==> src/hw/rtl/eds_pkg.sv <==
// ----------------------------------------------------------------------------
// eds_pkg
// Shared constants, command and status types of the exact double sum core.
// ----------------------------------------------------------------------------
package eds_pkg;

   localparam int WORD_COUNT_DEF = 45;

   // request function codes
   localparam logic [1:0] FUNC_ADD     = 2'd0;
   localparam logic [1:0] FUNC_ADD_FIN = 2'd1;
   localparam logic [1:0] FUNC_FIN     = 2'd2;
   localparam logic [1:0] FUNC_NONE    = 2'd3;

   // binary64 fields and constants
   localparam logic [10:0] EXP_ALL    = 11'h7FF;
   localparam logic [63:0] QNAN_BITS  = 64'h7FF8_0000_0000_0000;
   localparam logic [63:0] PINF_BITS  = 64'h7FF0_0000_0000_0000;
   localparam logic [63:0] SIGN_BIT   = 64'h8000_0000_0000_0000;
   localparam int          SUBN_LIMIT = 52;   // top bit below this: subnormal
   localparam int          FIELD_OFS  = 51;   // top bit position minus biased exponent
   localparam int          FIELD_INF  = 2047;

   // datapath operations
   localparam logic [4:0] OP_NONE   = 5'd0;
   localparam logic [4:0] OP_LOAD   = 5'd1;
   localparam logic [4:0] OP_CLASS  = 5'd2;
   localparam logic [4:0] OP_ADD_RD = 5'd3;
   localparam logic [4:0] OP_ADD_WR = 5'd4;
   localparam logic [4:0] OP_CMP_RD = 5'd5;
   localparam logic [4:0] OP_CMP_EV = 5'd6;
   localparam logic [4:0] OP_DECIDE = 5'd7;
   localparam logic [4:0] OP_SUB_RD = 5'd8;
   localparam logic [4:0] OP_SUB_EV = 5'd9;
   localparam logic [4:0] OP_TOP_RD = 5'd10;
   localparam logic [4:0] OP_TOP_LD = 5'd11;
   localparam logic [4:0] OP_BEL_RD = 5'd12;
   localparam logic [4:0] OP_BEL_LD = 5'd13;
   localparam logic [4:0] OP_NORM   = 5'd14;
   localparam logic [4:0] OP_RND    = 5'd15;
   localparam logic [4:0] OP_CLEAR  = 5'd16;

   typedef struct packed {
      logic [4:0] op;
      logic [2:0] step;
   } cmd_type;

   typedef struct packed {
      logic       finite_nz;
      logic       finish;
      logic       more;
      logic       early;
      logic       found;
      logic       top_zero;
      logic [4:0] add_idx;
   } stat_type;

endpackage

==> src/hw/rtl/eds_ctrl.sv <==
// ----------------------------------------------------------------------------
// eds_ctrl
// Sequencer of the exact double sum core: add ripple, compare, subtract,
// normalize and round passes over the accumulator words.
// ----------------------------------------------------------------------------
module eds_ctrl #(
   parameter int WORD_COUNT = eds_pkg::WORD_COUNT_DEF
) (
   input  logic                          clock,
   input  logic                          reset,
   input  logic                          start,
   input  logic [1:0]                    req_func,
   input  eds_pkg::stat_type             stat,
   output eds_pkg::cmd_type              cmd,
   output logic [$clog2(WORD_COUNT)-1:0] ctr,
   output logic                          busy,
   output logic                          rsp_valid
);

   localparam int IW = $clog2(WORD_COUNT);
   localparam logic [IW-1:0] LAST = IW'(WORD_COUNT - 1);

   localparam logic [3:0] S_IDLE   = 4'd0;
   localparam logic [3:0] S_CLASS  = 4'd1;
   localparam logic [3:0] S_ADD_RD = 4'd2;
   localparam logic [3:0] S_ADD_WR = 4'd3;
   localparam logic [3:0] S_CMP_RD = 4'd4;
   localparam logic [3:0] S_CMP_EV = 4'd5;
   localparam logic [3:0] S_DECIDE = 4'd6;
   localparam logic [3:0] S_SUB_RD = 4'd7;
   localparam logic [3:0] S_SUB_EV = 4'd8;
   localparam logic [3:0] S_TOP_RD = 4'd9;
   localparam logic [3:0] S_TOP_LD = 4'd10;
   localparam logic [3:0] S_BEL_RD = 4'd11;
   localparam logic [3:0] S_BEL_LD = 4'd12;
   localparam logic [3:0] S_NORM   = 4'd13;
   localparam logic [3:0] S_RND    = 4'd14;
   localparam logic [3:0] S_OUT    = 4'd15;

   logic [3:0]    state_ff, state_in;
   logic [IW-1:0] ctr_ff, ctr_in;
   logic [2:0]    step_ff, step_in;
   logic [4:0]    op;

   // next state and word counter
   always_comb begin
      state_in = state_ff;
      ctr_in   = ctr_ff;
      step_in  = step_ff;
      op       = eds_pkg::OP_NONE;
      case (state_ff)
         S_IDLE: begin
            if (start && (req_func != eds_pkg::FUNC_NONE)) begin
               op       = eds_pkg::OP_LOAD;
               state_in = S_CLASS;
            end
         end
         S_CLASS: begin
            op = eds_pkg::OP_CLASS;
            if (stat.finite_nz) begin
               ctr_in   = IW'(stat.add_idx);
               state_in = S_ADD_RD;
            end else if (stat.finish) begin
               ctr_in   = LAST;
               state_in = S_CMP_RD;
            end else begin
               state_in = S_IDLE;
            end
         end
         S_ADD_RD: begin
            op       = eds_pkg::OP_ADD_RD;
            state_in = S_ADD_WR;
         end
         S_ADD_WR: begin
            op = eds_pkg::OP_ADD_WR;
            if (stat.more && (ctr_ff != LAST)) begin
               ctr_in   = ctr_ff + 1'b1;
               state_in = S_ADD_RD;
            end else if (stat.finish) begin
               ctr_in   = LAST;
               state_in = S_CMP_RD;
            end else begin
               state_in = S_IDLE;
            end
         end
         S_CMP_RD: begin
            op       = eds_pkg::OP_CMP_RD;
            state_in = S_CMP_EV;
         end
         S_CMP_EV: begin
            op = eds_pkg::OP_CMP_EV;
            if (ctr_ff == '0) begin
               state_in = S_DECIDE;
            end else begin
               ctr_in   = ctr_ff - 1'b1;
               state_in = S_CMP_RD;
            end
         end
         S_DECIDE: begin
            op = eds_pkg::OP_DECIDE;
            if (stat.early) begin
               state_in = S_OUT;
            end else begin
               ctr_in   = '0;
               state_in = S_SUB_RD;
            end
         end
         S_SUB_RD: begin
            op       = eds_pkg::OP_SUB_RD;
            state_in = S_SUB_EV;
         end
         S_SUB_EV: begin
            op = eds_pkg::OP_SUB_EV;
            if (ctr_ff == LAST) begin
               state_in = stat.found ? S_TOP_RD : S_OUT;
            end else begin
               ctr_in   = ctr_ff + 1'b1;
               state_in = S_SUB_RD;
            end
         end
         S_TOP_RD: begin
            op       = eds_pkg::OP_TOP_RD;
            state_in = S_TOP_LD;
         end
         S_TOP_LD: begin
            op       = eds_pkg::OP_TOP_LD;
            step_in  = '0;
            state_in = stat.top_zero ? S_NORM : S_BEL_RD;
         end
         S_BEL_RD: begin
            op       = eds_pkg::OP_BEL_RD;
            state_in = S_BEL_LD;
         end
         S_BEL_LD: begin
            op       = eds_pkg::OP_BEL_LD;
            step_in  = '0;
            state_in = S_NORM;
         end
         S_NORM: begin
            op = eds_pkg::OP_NORM;
            if (step_ff == 3'd5) begin
               state_in = S_RND;
            end else begin
               step_in = step_ff + 1'b1;
            end
         end
         S_RND: begin
            op       = eds_pkg::OP_RND;
            state_in = S_OUT;
         end
         S_OUT: begin
            op       = eds_pkg::OP_CLEAR;
            state_in = S_IDLE;
         end
         default: begin
            state_in = S_IDLE;
         end
      endcase
   end

   // state registers
   always_ff @(posedge clock) begin
      if (reset) begin
         state_ff <= S_IDLE;
         ctr_ff   <= '0;
         step_ff  <= '0;
      end else begin
         state_ff <= state_in;
         ctr_ff   <= ctr_in;
         step_ff  <= step_in;
      end
   end

   assign cmd.op    = op;
   assign cmd.step  = step_ff;
   assign ctr       = ctr_ff;
   assign busy      = (state_ff != S_IDLE);
   assign rsp_valid = (state_ff == S_OUT);

endmodule

==> config.mk <==
export PLATFORM = sky130hd
export DESIGN_NAME = eds_ctrl
export DESIGN_NICKNAME = d
export VERILOG_FILES = /design/src/hw/rtl/eds_pkg.sv /design/src/hw/rtl/eds_ctrl.sv
export SDC_FILE = /design/constraint.sdc
export NUM_CORES = 1
export LEC_CHECK = 0
export ABC_AREA = 1
export BUFFER_PORTS_ARGS = -buffer_cell sky130_fd_sc_hd__buf_2
export CORE_ASPECT_RATIO = 1.1
export CORE_UTILIZATION = 40
export CTS_BUF_LIST = sky130_fd_sc_hd__clkbuf_16
export CTS_CLUSTER_SIZE = 10
export DETAILED_ROUTE_END_ITERATION = 10
export PLACE_DENSITY = 0.73
export SYNTH_ARGS = -nofsm -noshare
export SYNTH_HDL_FRONTEND = slang
export SYNTH_SLANG_ARGS = --single-unit
==> constraint.sdc <==
create_clock -name clock -period 1.6 [get_ports clock]
set_input_delay 0.24 -clock clock [delete_from_list [all_inputs] [get_ports clock]]
set_output_delay 0.24 -clock clock [all_outputs]
set_load 0.05 [all_outputs]
==> summary.md, run 1 <==
| Metric | Value |
|---|---|
| Outcome | `complete, no violations` |
| CTS buffer count | `3` |
| Seq cells post-synth | `13` |
| Clk_lat worst skew | `roughly 0.25 ns` |
| Beginning of the critical path | `state_ff[0]` |
| Final net count | `around 310` |
| Largest net degree at the start of global routing | `12` |
| Fin. max-slew vios | `0` |
| Post-Route WL | `between 4000 and 5000 µm` |
| Syn Std Cell Area | `between 0.001 and 0.0015 mm²` |
| Req. time, crit path | `approximately 1.4 ns` |
| CP startpoint kind | `flop` |
| Core Region | `0.00333 mm²` |
| Post-Syn Area per Cell | `~5.6 µm²` |
| Pwr Density | `a little under 1000 mW/mm²` |
| VDD IR max | `0.610 mV` |
| RePlAce Congestion | `0.898` |
| CTS H-Tree Depth | `1` |
| Layout cells sized above 1 | `around a third` |
| Critical path destination | `cmd[5]` |
| Clock Root Buffer | `clkbuf_16` |
| Highest Clock Rate | `roughly 0.66 GHz` |
| Vias in the first global route | `1529` |
| Number of buffers and inverters on the critical path | `2` |
| Full die area | `between 0.003 and 0.004 mm²` |
| Placed cells | `about 330` |
| Finish-stage setup viols | `0` |
| FF-to-FF setup slack | `roughly 0.09 ns` |
| Critical Path Stages | `5` |
| IO Pins | `32` |
| Area contributors post-synth | `nand2_1 20%, dfxtp_1 19%, nor2_1 11%` |
| Area grow syn2layout | `35.6%` |
| Post-synth ARST share | `0%` |
| Most used DFF post-synth | `dfxtp_1` |
| Cells after synthesis | `between 200 and 300` |
| Commonest non-fill, non-tap cell in the layout | `nand2_1` |
| ANT cells | `0` |
| Rel. slew slack | `between 70% and 80%` |
| GRT Util Overall | `between 20% and 30%` |
| Post-Layout Cell Count | `between 300 and 400` |
| First-pass GRT wire length | `6640 µm` |
| Ys Warns | `0` |
| DR vias/cell | `4.98` |
| Clock Sinks | `13` |
| Hold Vio Cnt, Final | `0` |
| Minimum clock period | `between 1.5 and 2 ns` |
| Final ANT Viol Nets | `0` |
| HP Class | `input pin to flop` |
| HPWL Detailed | `between 3000 and 4000 µm` |
| Fillers | `roughly 350` |
| CTS max path bufs | `2` |
| Clock Skew | `about 0.0049 ns` |
| Slowest stage cell, crit path | `dfxtp_4` |
| Via count | `about 1.7k` |
| Post-synth top area share | `a little over 20%` |
| Die Height | `64.0 µm` |
| Sequential fraction of the synthesis area | `between 10% and 20%` |
| Initial DRC Count | `roughly 110` |
| Synth Net Count | `270` |
| Setup WS pre-CTS | `between 0.015 and 0.02 ns` |
| Final WS setup | `approximately 0.074 ns` |
| Hold Buf Count CTS | `0` |
| Die Wd | `between 50 and 60 µm` |
| Effective utilization at floorplan | `a little over two fifths` |
| IO buf count | `31` |
| Critical Path AT | `~1.3 ns` |
| Initial antenna violation count | `0` |
| Reg-to-reg endpoint | `ctr[4]` |
| Period Utilization, post-route | `a little over nine tenths` |
| CTS tree | `yes` |
| DR pass1 iterations | `4` |
| Crit path capture type | `output pin` |
| Area leader, netlist | `nand2_1` |
| Count of cell types in the netlist | `33` |
| Highest-count cells in the layout ignoring fill and taps | `73 x nand2_1, 34 x nor2_1, 28 x buf_2` |
| Critical Setup Path Class | `flop to output pin` |
| FF-to-FF path depth | `10` |
| CP delay by family, top | `flip-flops` |
| Drt wl/cell | `around 12 µm` |
| Worst-path fanout max | `5` |
| Row count | `22` |
| Post-synth EDFFs | `0` |
| Leak | `about 0.99 nW` |
| Post-route DRC | `0` |
| RSZ-0062 raised after global routing | `yes` |
| Worst-Margin Slew | `roughly 0.3 ns` |
| Clock transition at path regs | `about 0.05 ns` |
| Ordered cell list for the critical path | `nand2_2 > buf_4 > o21ai_2 > nand2_1 > buf_4` |
| Most Frequent Cell on Critical Path | `buf_4` |
| Grt total ovfl | `0` |
| Number of max-cap violations | `0` |
| Reg-to-reg startpoint | `ctr[0]` |
| Delay of the slowest critical-path stage | `roughly 0.40 ns` |
[cell usage after synthesis, drive strengths merged, types with 2 or more instances]
cell	number
nand3b	2
nand2	84
nand4	2
nand3	25
buf	3
dfxtp	13
nor2	47
o21ai	8
xor2	5
ha	4
a21oi	13
inv	33
[power by group]
part | total [W] | internal [W] | switching [W]
clock | 0.000481 | 0.000331 | 0.000150
combinational | 0.000914 | 0.000305 | 0.000609
sequential | 0.000434 | 0.000368 | 0.0000662
[how the worst min path moves through the flow]
stage | cells past startpoint | to | startpoint
5_1_grt | 3 | state_ff[3] | stat[7]
3_3_place_gp | 2 | step_ff[1] | step_ff[1]
3_5_place_dp | 2 | step_ff[1] | step_ff[1]
4_1_cts | 2 | ctr[5] | reset
6_report | 3 | state_ff[3] | stat[7]
2_1_floorplan | 2 | state_ff[2] | stat[9]
[layout make-up]
type | count | area, µm² | area share, %
Clock buffer | 3 | 75.1 | 3.96
Multi-Input combinational cell | 199 | 1080 | 56.7
Tap cell | 48 | 60.1 | 3.17
Inverter | 34 | 140 | 7.39
Sequential cell | 13 | 285 | 15.0
Clock inverter | 1 | 3.75 | 0.198
Timing Repair Buffer | 43 | 256 | 13.5
[worst reg2reg max path, delay by kind of cell, from the launching register on]
family / cells / cell delay (ns)
compound gates: 1 / 0.10
fa+ha+maj: 1 / 0.16
buf+inv: 2 / 0.20
flops: 1 / 0.38
simple gates: 6 / 0.60
[per-stage QoR]
stage / hold slack (ns) / total power, W / TNS, ns / instance area, µm² / utilization [%]
detailed placement: 0.527 / 0.00125 / 0 / 1700 / 51.1
finish: 0.306 / 0.00183 / 0 / 1900 / 56.9
global placement: 0.512 / 0.00124 / 0 / 1700 / 51.1
floorplan: 0.398 / 0.00105 / 0 / 1440 / -
global route: 0.328 / 0.00194 / -0.0555 / 1900 / 56.9
CTS: 0.318 / 0.00176 / 0 / 1800 / 54.2
[routing by layer]
metal  vias up  global-route usage, %  wire [µm]
met2        42                   42.5       2100
met4         0                   4.76         44
met3         6                   4.05        175
met5         -                      0          0
li1        877                      -          -
met1       773                   26.7       1770
[state kept, by name, summed over array words and instances (netlist names)]
name,count
step_ff,3
ctr,6
state_ff,4
[what timing repair did]
| action | in CTS | in global routing |
|---|---|---|
| buffers inserted | 1 | 2 |
| resized for setup | 10 | 27 |
| pin swaps | 1 | 7 |
| setup endpoints to repair | 2 | 11 |
[cells by family after synthesis]
kind of cell	Yosys count	synth area share [%]
simple gates	163	53.1
fa+ha+maj	4	3.58
flops	13	18.6
buf+inv	38	10.4
compound gates	27	11.2
xor+xnor	5	3.13
Note: power is estimated with default switching activity, not from simulation.
==> inputs of run 2 (changes only) <==
Settings changed: CORE_ASPECT_RATIO 1.1 to default.
==> run 2 against run 1 <==
  * Maximum frequency decreased by 0.12%
  * Largest power group unchanged
  * Sequential power decreased by 2%
  * Via count increased by 2.5%
  * Register-to-register slack about the same
  * Clock-buffer cell count unchanged
  * Routed wire length increased by 2.1%
  * First-iteration DRC count decreased by 1.9%
  * Combinational power increased by 3.7%
  * Critical endpoint is now cmd[3]
  * Total power increased by 2.0%
  * The flow now finishes with violations (DRC)
  * Clock power increased by 2%
  * Cell count increased by 0.88%
==> summary.md, run 2 (same netlist as run 1, synthesis figures left out) <==
| Metric | Value |
|---|---|
| Worst-path fanout max | `5` |
| Final WS setup | `roughly 0.072 ns` |
| Minimum clock period | `1.53 ns` |
| Post-Layout Cell Count | `344` |
| Number of buffers and inverters on the critical path | `2` |
| CTS tree | `yes` |
| Pwr Density | `966 mW/mm²` |
| CTS H-Tree Depth | `1` |
| Initial antenna violation count | `0` |
| Placed cells | `between 300 and 400` |
| First-pass GRT wire length | `about 6700 µm` |
| RePlAce Congestion | `0.879` |
| Ordered cell list for the critical path | `nor2_4 > inv_1 > nor2_4 > nand2_1 > nand2_2 > nor2_4 > buf_6` |
| Drt wl/cell | `12.1 µm` |
| DR vias/cell | `around 5.1` |
| GRT Util Overall | `roughly 24%` |
| Period Utilization, post-route | `between 90% and 100%` |
| Hold depth | `3` |
| CTS buffer count | `3` |
| Worst-Margin Slew | `approximately 0.28 ns` |
| Clock Root Buffer | `clkbuf_16` |
| Commonest non-fill, non-tap cell in the layout | `nand2_1` |
| CP delay by family, top | `simple AND/OR/NAND/NOR gates` |
| Initial DRC Count | `~100` |
| Rel. slew slack | `just over 80%` |
| Post-route DRC | `2` |
| Slowest stage cell, crit path | `dfxtp_2` |
| HP Class | `input pin to flop` |
| Fin. max-slew vios | `0` |
| Final net count | `319` |
| Via count | `~1.7k` |
| Grt total ovfl | `0` |
| Largest net degree at the start of global routing | `12` |
| FF-to-FF setup slack | `0.10 ns` |
| Clock Sinks | `13` |
| Post-Route WL | `about 4200 µm` |
| Clk_lat worst skew | `between 0.2 and 0.3 ns` |
| Setup WS pre-CTS | `0.0269 ns` |
| Reg-to-reg startpoint | `state_ff[0]` |
| Hold Vio Cnt, Final | `0` |
| Critical Setup Path Class | `flop to output pin` |
| Beginning of the critical path | `state_ff[3]` |
| CP startpoint kind | `flop` |
| Clock transition at path regs | `~0.05 ns` |
| Full die area | `~0.0037 mm²` |
| Number of max-cap violations | `0` |
| Highest Clock Rate | `around 0.65 GHz` |
| Die Height | `61.1 µm` |
| Most Frequent Cell on Critical Path | `nor2_4` |
| Row count | `21` |
| Vias in the first global route | `1474` |
| IO buf count | `31` |
| RSZ-0062 raised after global routing | `yes` |
| Core Region | `between 0.003 and 0.004 mm²` |
| Finish-stage setup viols | `0` |
| VDD IR max | `~0.50 mV` |
| Area grow syn2layout | `37.9%` |
| Final ANT Viol Nets | `0` |
| Effective utilization at floorplan | `41.9%` |
| Crit path capture type | `output pin` |
| Leak | `between 1 and 1.5 nW` |
| Reg-to-reg endpoint | `ctr[5]` |
| Die Wd | `between 60 and 70 µm` |
| CTS max path bufs | `2` |
| HPWL Detailed | `a little over 3000 µm` |
| Layout cells sized above 1 | `between 30% and 40%` |
| DR pass1 iterations | `10` |
| Hold Crit Endpoint | `state_ff[3]` |
| Delay of the slowest critical-path stage | `0.35 ns` |
| Max reg flops | `6` |
| Critical Path AT | `1.29 ns` |
| Clock Skew | `0.00213 ns` |
| Hold_sp | `stat[7]` |
| Outcome | `complete, but fails checks` |
| Highest-count cells in the layout ignoring fill and taps | `74 x nand2_1, 34 x nor2_1, 28 x buf_2` |
| IO Pins | `32` |
| Worst hold slack | `just over 0.3 ns` |
| Req. time, crit path | `between 1 and 1.5 ns` |
| FF-to-FF path depth | `9` |
| ANT cells | `0` |
| Failing checks | `DRC` |
==> run 2: area by class of cell <==
class / count / area, µm²
sequential: 13 / 285
clock inverter: 1 / 5.00
fill: 333 / 1410
inverter: 34 / 135
clock buffer: 3 / 75.1
timing repair buffer: 48 / 294
tap: 46 / 57.6
multi-input combinational: 199 / 1080
==> run 2: layer usage <==
| layer | routed length, µm | vias up | global-route usage [%] |
|---|---|---|---|
| met1 | 1930 | 784 | 33.6 |
| met5 | 0 | - | 0 |
| met2 | 1910 | 62 | 35.4 |
| met3 | 233 | 10 | 3.78 |
| li1 | - | 885 | - |
| met4 | 100 | 0 | 13.0 |
==> run 2: through the flow <==
| stage | utilization [%] | power (W) | setup TNS [ns] | area (µm²) |
|---|---|---|---|---|
| final | 57.8 | 0.00186 | 0 | 1930 |
| after global routing | 57.8 | 0.00199 | -0.0547 | 1930 |
| after CTS | 55.3 | 0.00180 | -0.00381 | 1850 |
| after detailed placement | 52.1 | 0.00126 | 0 | 1740 |
| after global placement | 52.1 | 0.00126 | 0 | 1740 |
| after floorplan | - | 0.00105 | 0 | 1440 |
==> run 2: worst max path at each step <==
stage          cells after the start      to  slack, ns
3_3_place_gp                      10  ctr[2]       0.04
2_1_floorplan                     10  ctr[5]       0.01
6_report                           7  cmd[3]       0.07
4_1_cts                            6  cmd[5]     -0.004
3_5_place_dp                      10  ctr[5]       0.03
5_1_grt                            5  cmd[5]      -0.02
==> run 2: worst reg2reg max path: stages (launching register included) <==
cell	delay [ns]
dfxtp_4	0.37
nor2_1	0.26
nand2_2	0.15
nand2_2	0.10
nor2_4	0.06
nand2_4	0.10
nand2_4	0.10
nor2_1	0.11
nand2_1	0.07
a21oi_2	0.12
==> run 2: repair_timing <==
| action | in CTS | in global routing |
|---|---|---|
| hold buffers | 0 | 0 |
| pin swaps | 0 | 6 |
| setup endpoints to repair | 5 | 12 |
| resized for setup | 14 | 19 |
| hold endpoints to repair | 0 | 0 |
| setup buffers | 0 | 3 |
==> run 2: where the power goes <==
| part | switching, W | total, W | internal [W] | leakage [nW] |
|---|---|---|---|---|
| clock | 0.000157 | 0.000491 | 0.000334 | 0.0409 |
| sequential | 0.0000581 | 0.000425 | 0.000367 | 0.112 |
| combinational | 0.000629 | 0.000948 | 0.000319 | 0.869 |
| total | 0.000845 | 0.00186 | 0.00102 | 1.02 |
==> inputs of run 3 (changes only) <==
Clock period 1.6 ns to 1.3 ns, I/O delays scaled along.
==> run 3 against run 2 <==
  * The run ends with setup timing left
  * Die area is the same
  * Cell count grew 8.7%
  * Clock-buffer cell count is the same
  * Final area grew 29%
  * Hold slack lost 0.019 ns
  * Combinational power grew 67%
  * Clock power grew 24%
  * Sequential share of layout area shrank 2.6 points
  * Sequential cell count is the same
  * Register-to-register slack lost 0.31 ns
  * Non-clock buffer count grew 30
  * Largest power group unchanged
==> summary.md, run 3 (same netlist as run 1, synthesis figures left out) <==
| Metric | Value |
|---|---|
| Drt wl/cell | `14.6 µm` |
| Row count | `21` |
| HP Class | `input pin to flop` |
| Clock Root Buffer | `clkbuf_16` |
| CP startpoint kind | `flop` |
| Period Utilization, post-route | `116%` |
| Die Wd | `roughly 61 µm` |
| Clk_lat worst skew | `roughly 0.25 ns` |
| Initial antenna violation count | `0` |
| CTS buffer count | `3` |
| Fillers | `234` |
| First-pass GRT wire length | `roughly 7300 µm` |
| Highest-count cells in the layout ignoring fill and taps | `60 x nand2_1, 40 x buf_4, 24 x nor2_1, 24 x buf_2, 22 x inv_1` |
| Pwr Density | `about 1100 mW/mm²` |
| GRT Util Overall | `a little over a quarter` |
| Core Region | `~0.0033 mm²` |
| Post-route DRC | `0` |
| CTS max path bufs | `2` |
| Max reg flops | `6` |
| Critical Path AT | `roughly 1.6 ns` |
| Setup TNS | `-2.48 ns` |
| CTS H-Tree Depth | `1` |
| Placed cells | `around 360` |
| CTS tree | `yes` |
| RePlAce Congestion | `slightly below 1` |
| Post-Layout Cell Count | `around 370` |
| DR vias/cell | `roughly 5.2` |
| Full die area | `~0.0037 mm²` |
| Highest Clock Rate | `approximately 0.66 GHz` |
| Vias in the first global route | `about 1.6k` |
| ANT cells | `0` |
| Clock transition at path regs | `around 0.050 ns` |
| Effective utilization at floorplan | `a little over two fifths` |
| Hold Vio Cnt, Final | `0` |
| Final WS setup | `-0.213 ns` |
| Initial DRC Count | `~150` |
| Layout cells sized above 1 | `approximately 53%` |
| Post-Route WL | `roughly 5500 µm` |
| Area grow syn2layout | `77.3%` |
| Worst-path fanout max | `9` |
| Minimum clock period | `about 1.5 ns` |
| Final net count | `about 350` |
| Commonest non-fill, non-tap cell in the layout | `nand2_1` |
| Outcome | `complete, but fails checks` |
| Via count | `1953` |
| Grt total ovfl | `0` |
| Final ANT Viol Nets | `0` |
| Setup WS pre-CTS | `-0.170 ns` |
| Critical Setup Path Class | `flop to flop` |
| Die Height | `61.1 µm` |
| HPWL Detailed | `between 3000 and 4000 µm` |
| Req. time, crit path | `~1.4 ns` |
| Leak | `~1.2 nW` |
| VDD IR max | `just under 0.6 mV` |
| Pwr Total | `between 0.002 and 0.003 W` |
| Rel. slew slack | `81.2%` |
| IO Pins | `32` |
| Crit path capture type | `flop` |
| Failing checks | `setup timing` |
| IO buf count | `31` |
| Clock Sinks | `13` |
| DR pass1 iterations | `5` |
| RSZ-0062 raised after global routing | `yes` |
| Largest net degree at the start of global routing | `12` |
| Clock Skew | `0.00529 ns` |
| Finish-stage setup viols | `19` |
| Worst-Margin Slew | `about 0.28 ns` |
| Fin. max-slew vios | `0` |
| Number of max-cap violations | `0` |
## run 3: changes by cell type in the layout (fill, tap and decap cells not counted), moves of 5 or more
| cell | previous run | this run |
|---|---|---|
| nand2_1 | 74 | 60 |
| nand2_4 | 3 | 9 |
| dfxtp_2 | 8 | 3 |
| buf_4 | 18 | 40 |
| buf_6 | 1 | 11 |
| nor2_4 | 6 | 13 |
| nor2_1 | 34 | 24 |
| a21oi_1 | 11 | 6 |
| dfxtp_4 | 4 | 10 |
| nand2_2 | 7 | 14 |
## run 3: routing by layer
metal | vias up | global-route usage, % | wire (µm)
li1 | 948 | - | -
met1 | 873 | 35.0 | 2180
met2 | 105 | 43.6 | 2650
met3 | 27 | 3.57 | 390
met4 | 0 | 13.0 | 227
met5 | - | 0 | 0
## run 3: final timing paths
| check | start | endpoint | slack (ns) | depth (start not counted) |
|---|---|---|---|---|
| worst max-delay path | state_ff[3] | ctr[1] | -0.21 | 10 |
| worst min register to register | step_ff[2] | step_ff[2] | 0.53 | 2 |
| worst max register to register | state_ff[3] | ctr[1] | -0.21 | 10 |
| worst min-delay path | reset | ctr[4] | 0.29 | 2 |
## run 3: area by class of cell
type                            instances  area (µm²)  share of cell area [%]
Timing Repair Buffer                   78         589                    23.8
Clock buffer                            3        75.1                    3.03
Multi-Input combinational cell        199        1310                    52.7
Clock inverter                          1        3.75                   0.151
Tap cell                               46        57.6                    2.32
Sequential cell                        13         302                    12.2
Inverter                               34         145                    5.85
## run 3: through the flow
step,area (µm²),hold slack (ns),utilization [%]
CTS,2250,0.270,67.6
global placement,1950,0.510,58.5
floorplan,1490,0.353,-
global route,2480,0.296,74.3
detailed placement,1950,0.519,58.5
finish,2480,0.290,74.3
## run 3: timing repair
item                                    4_1_cts  5_1_grt
gates cloned                                  0        0
endpoints found under the setup margin       19       19
hold buffers                                  0        0
pin swaps                                    13       22
gates resized for setup                      57       49
setup buffers                                 8        6
## run 3: critical path: stages, from the launching register on
cell	delay [ns]
dfxtp_4	0.37
inv_4	0.06
nand2_2	0.08
inv_1	0.17
nand3_1	0.16
nand3_4	0.17
nand2_1	0.08
nor2_1	0.11
nor2_1	0.05
nor2_1	0.08
nor2_1	0.05
## run 3: power by group
group / switching (W) / total (W) / internal [W] / leakage [nW]
Sequential: 0.0000799 / 0.000528 / 0.000448 / 0.115
Combinational: 0.000950 / 0.00158 / 0.000633 / 1.07
Clock: 0.000200 / 0.000608 / 0.000408 / 0.0423
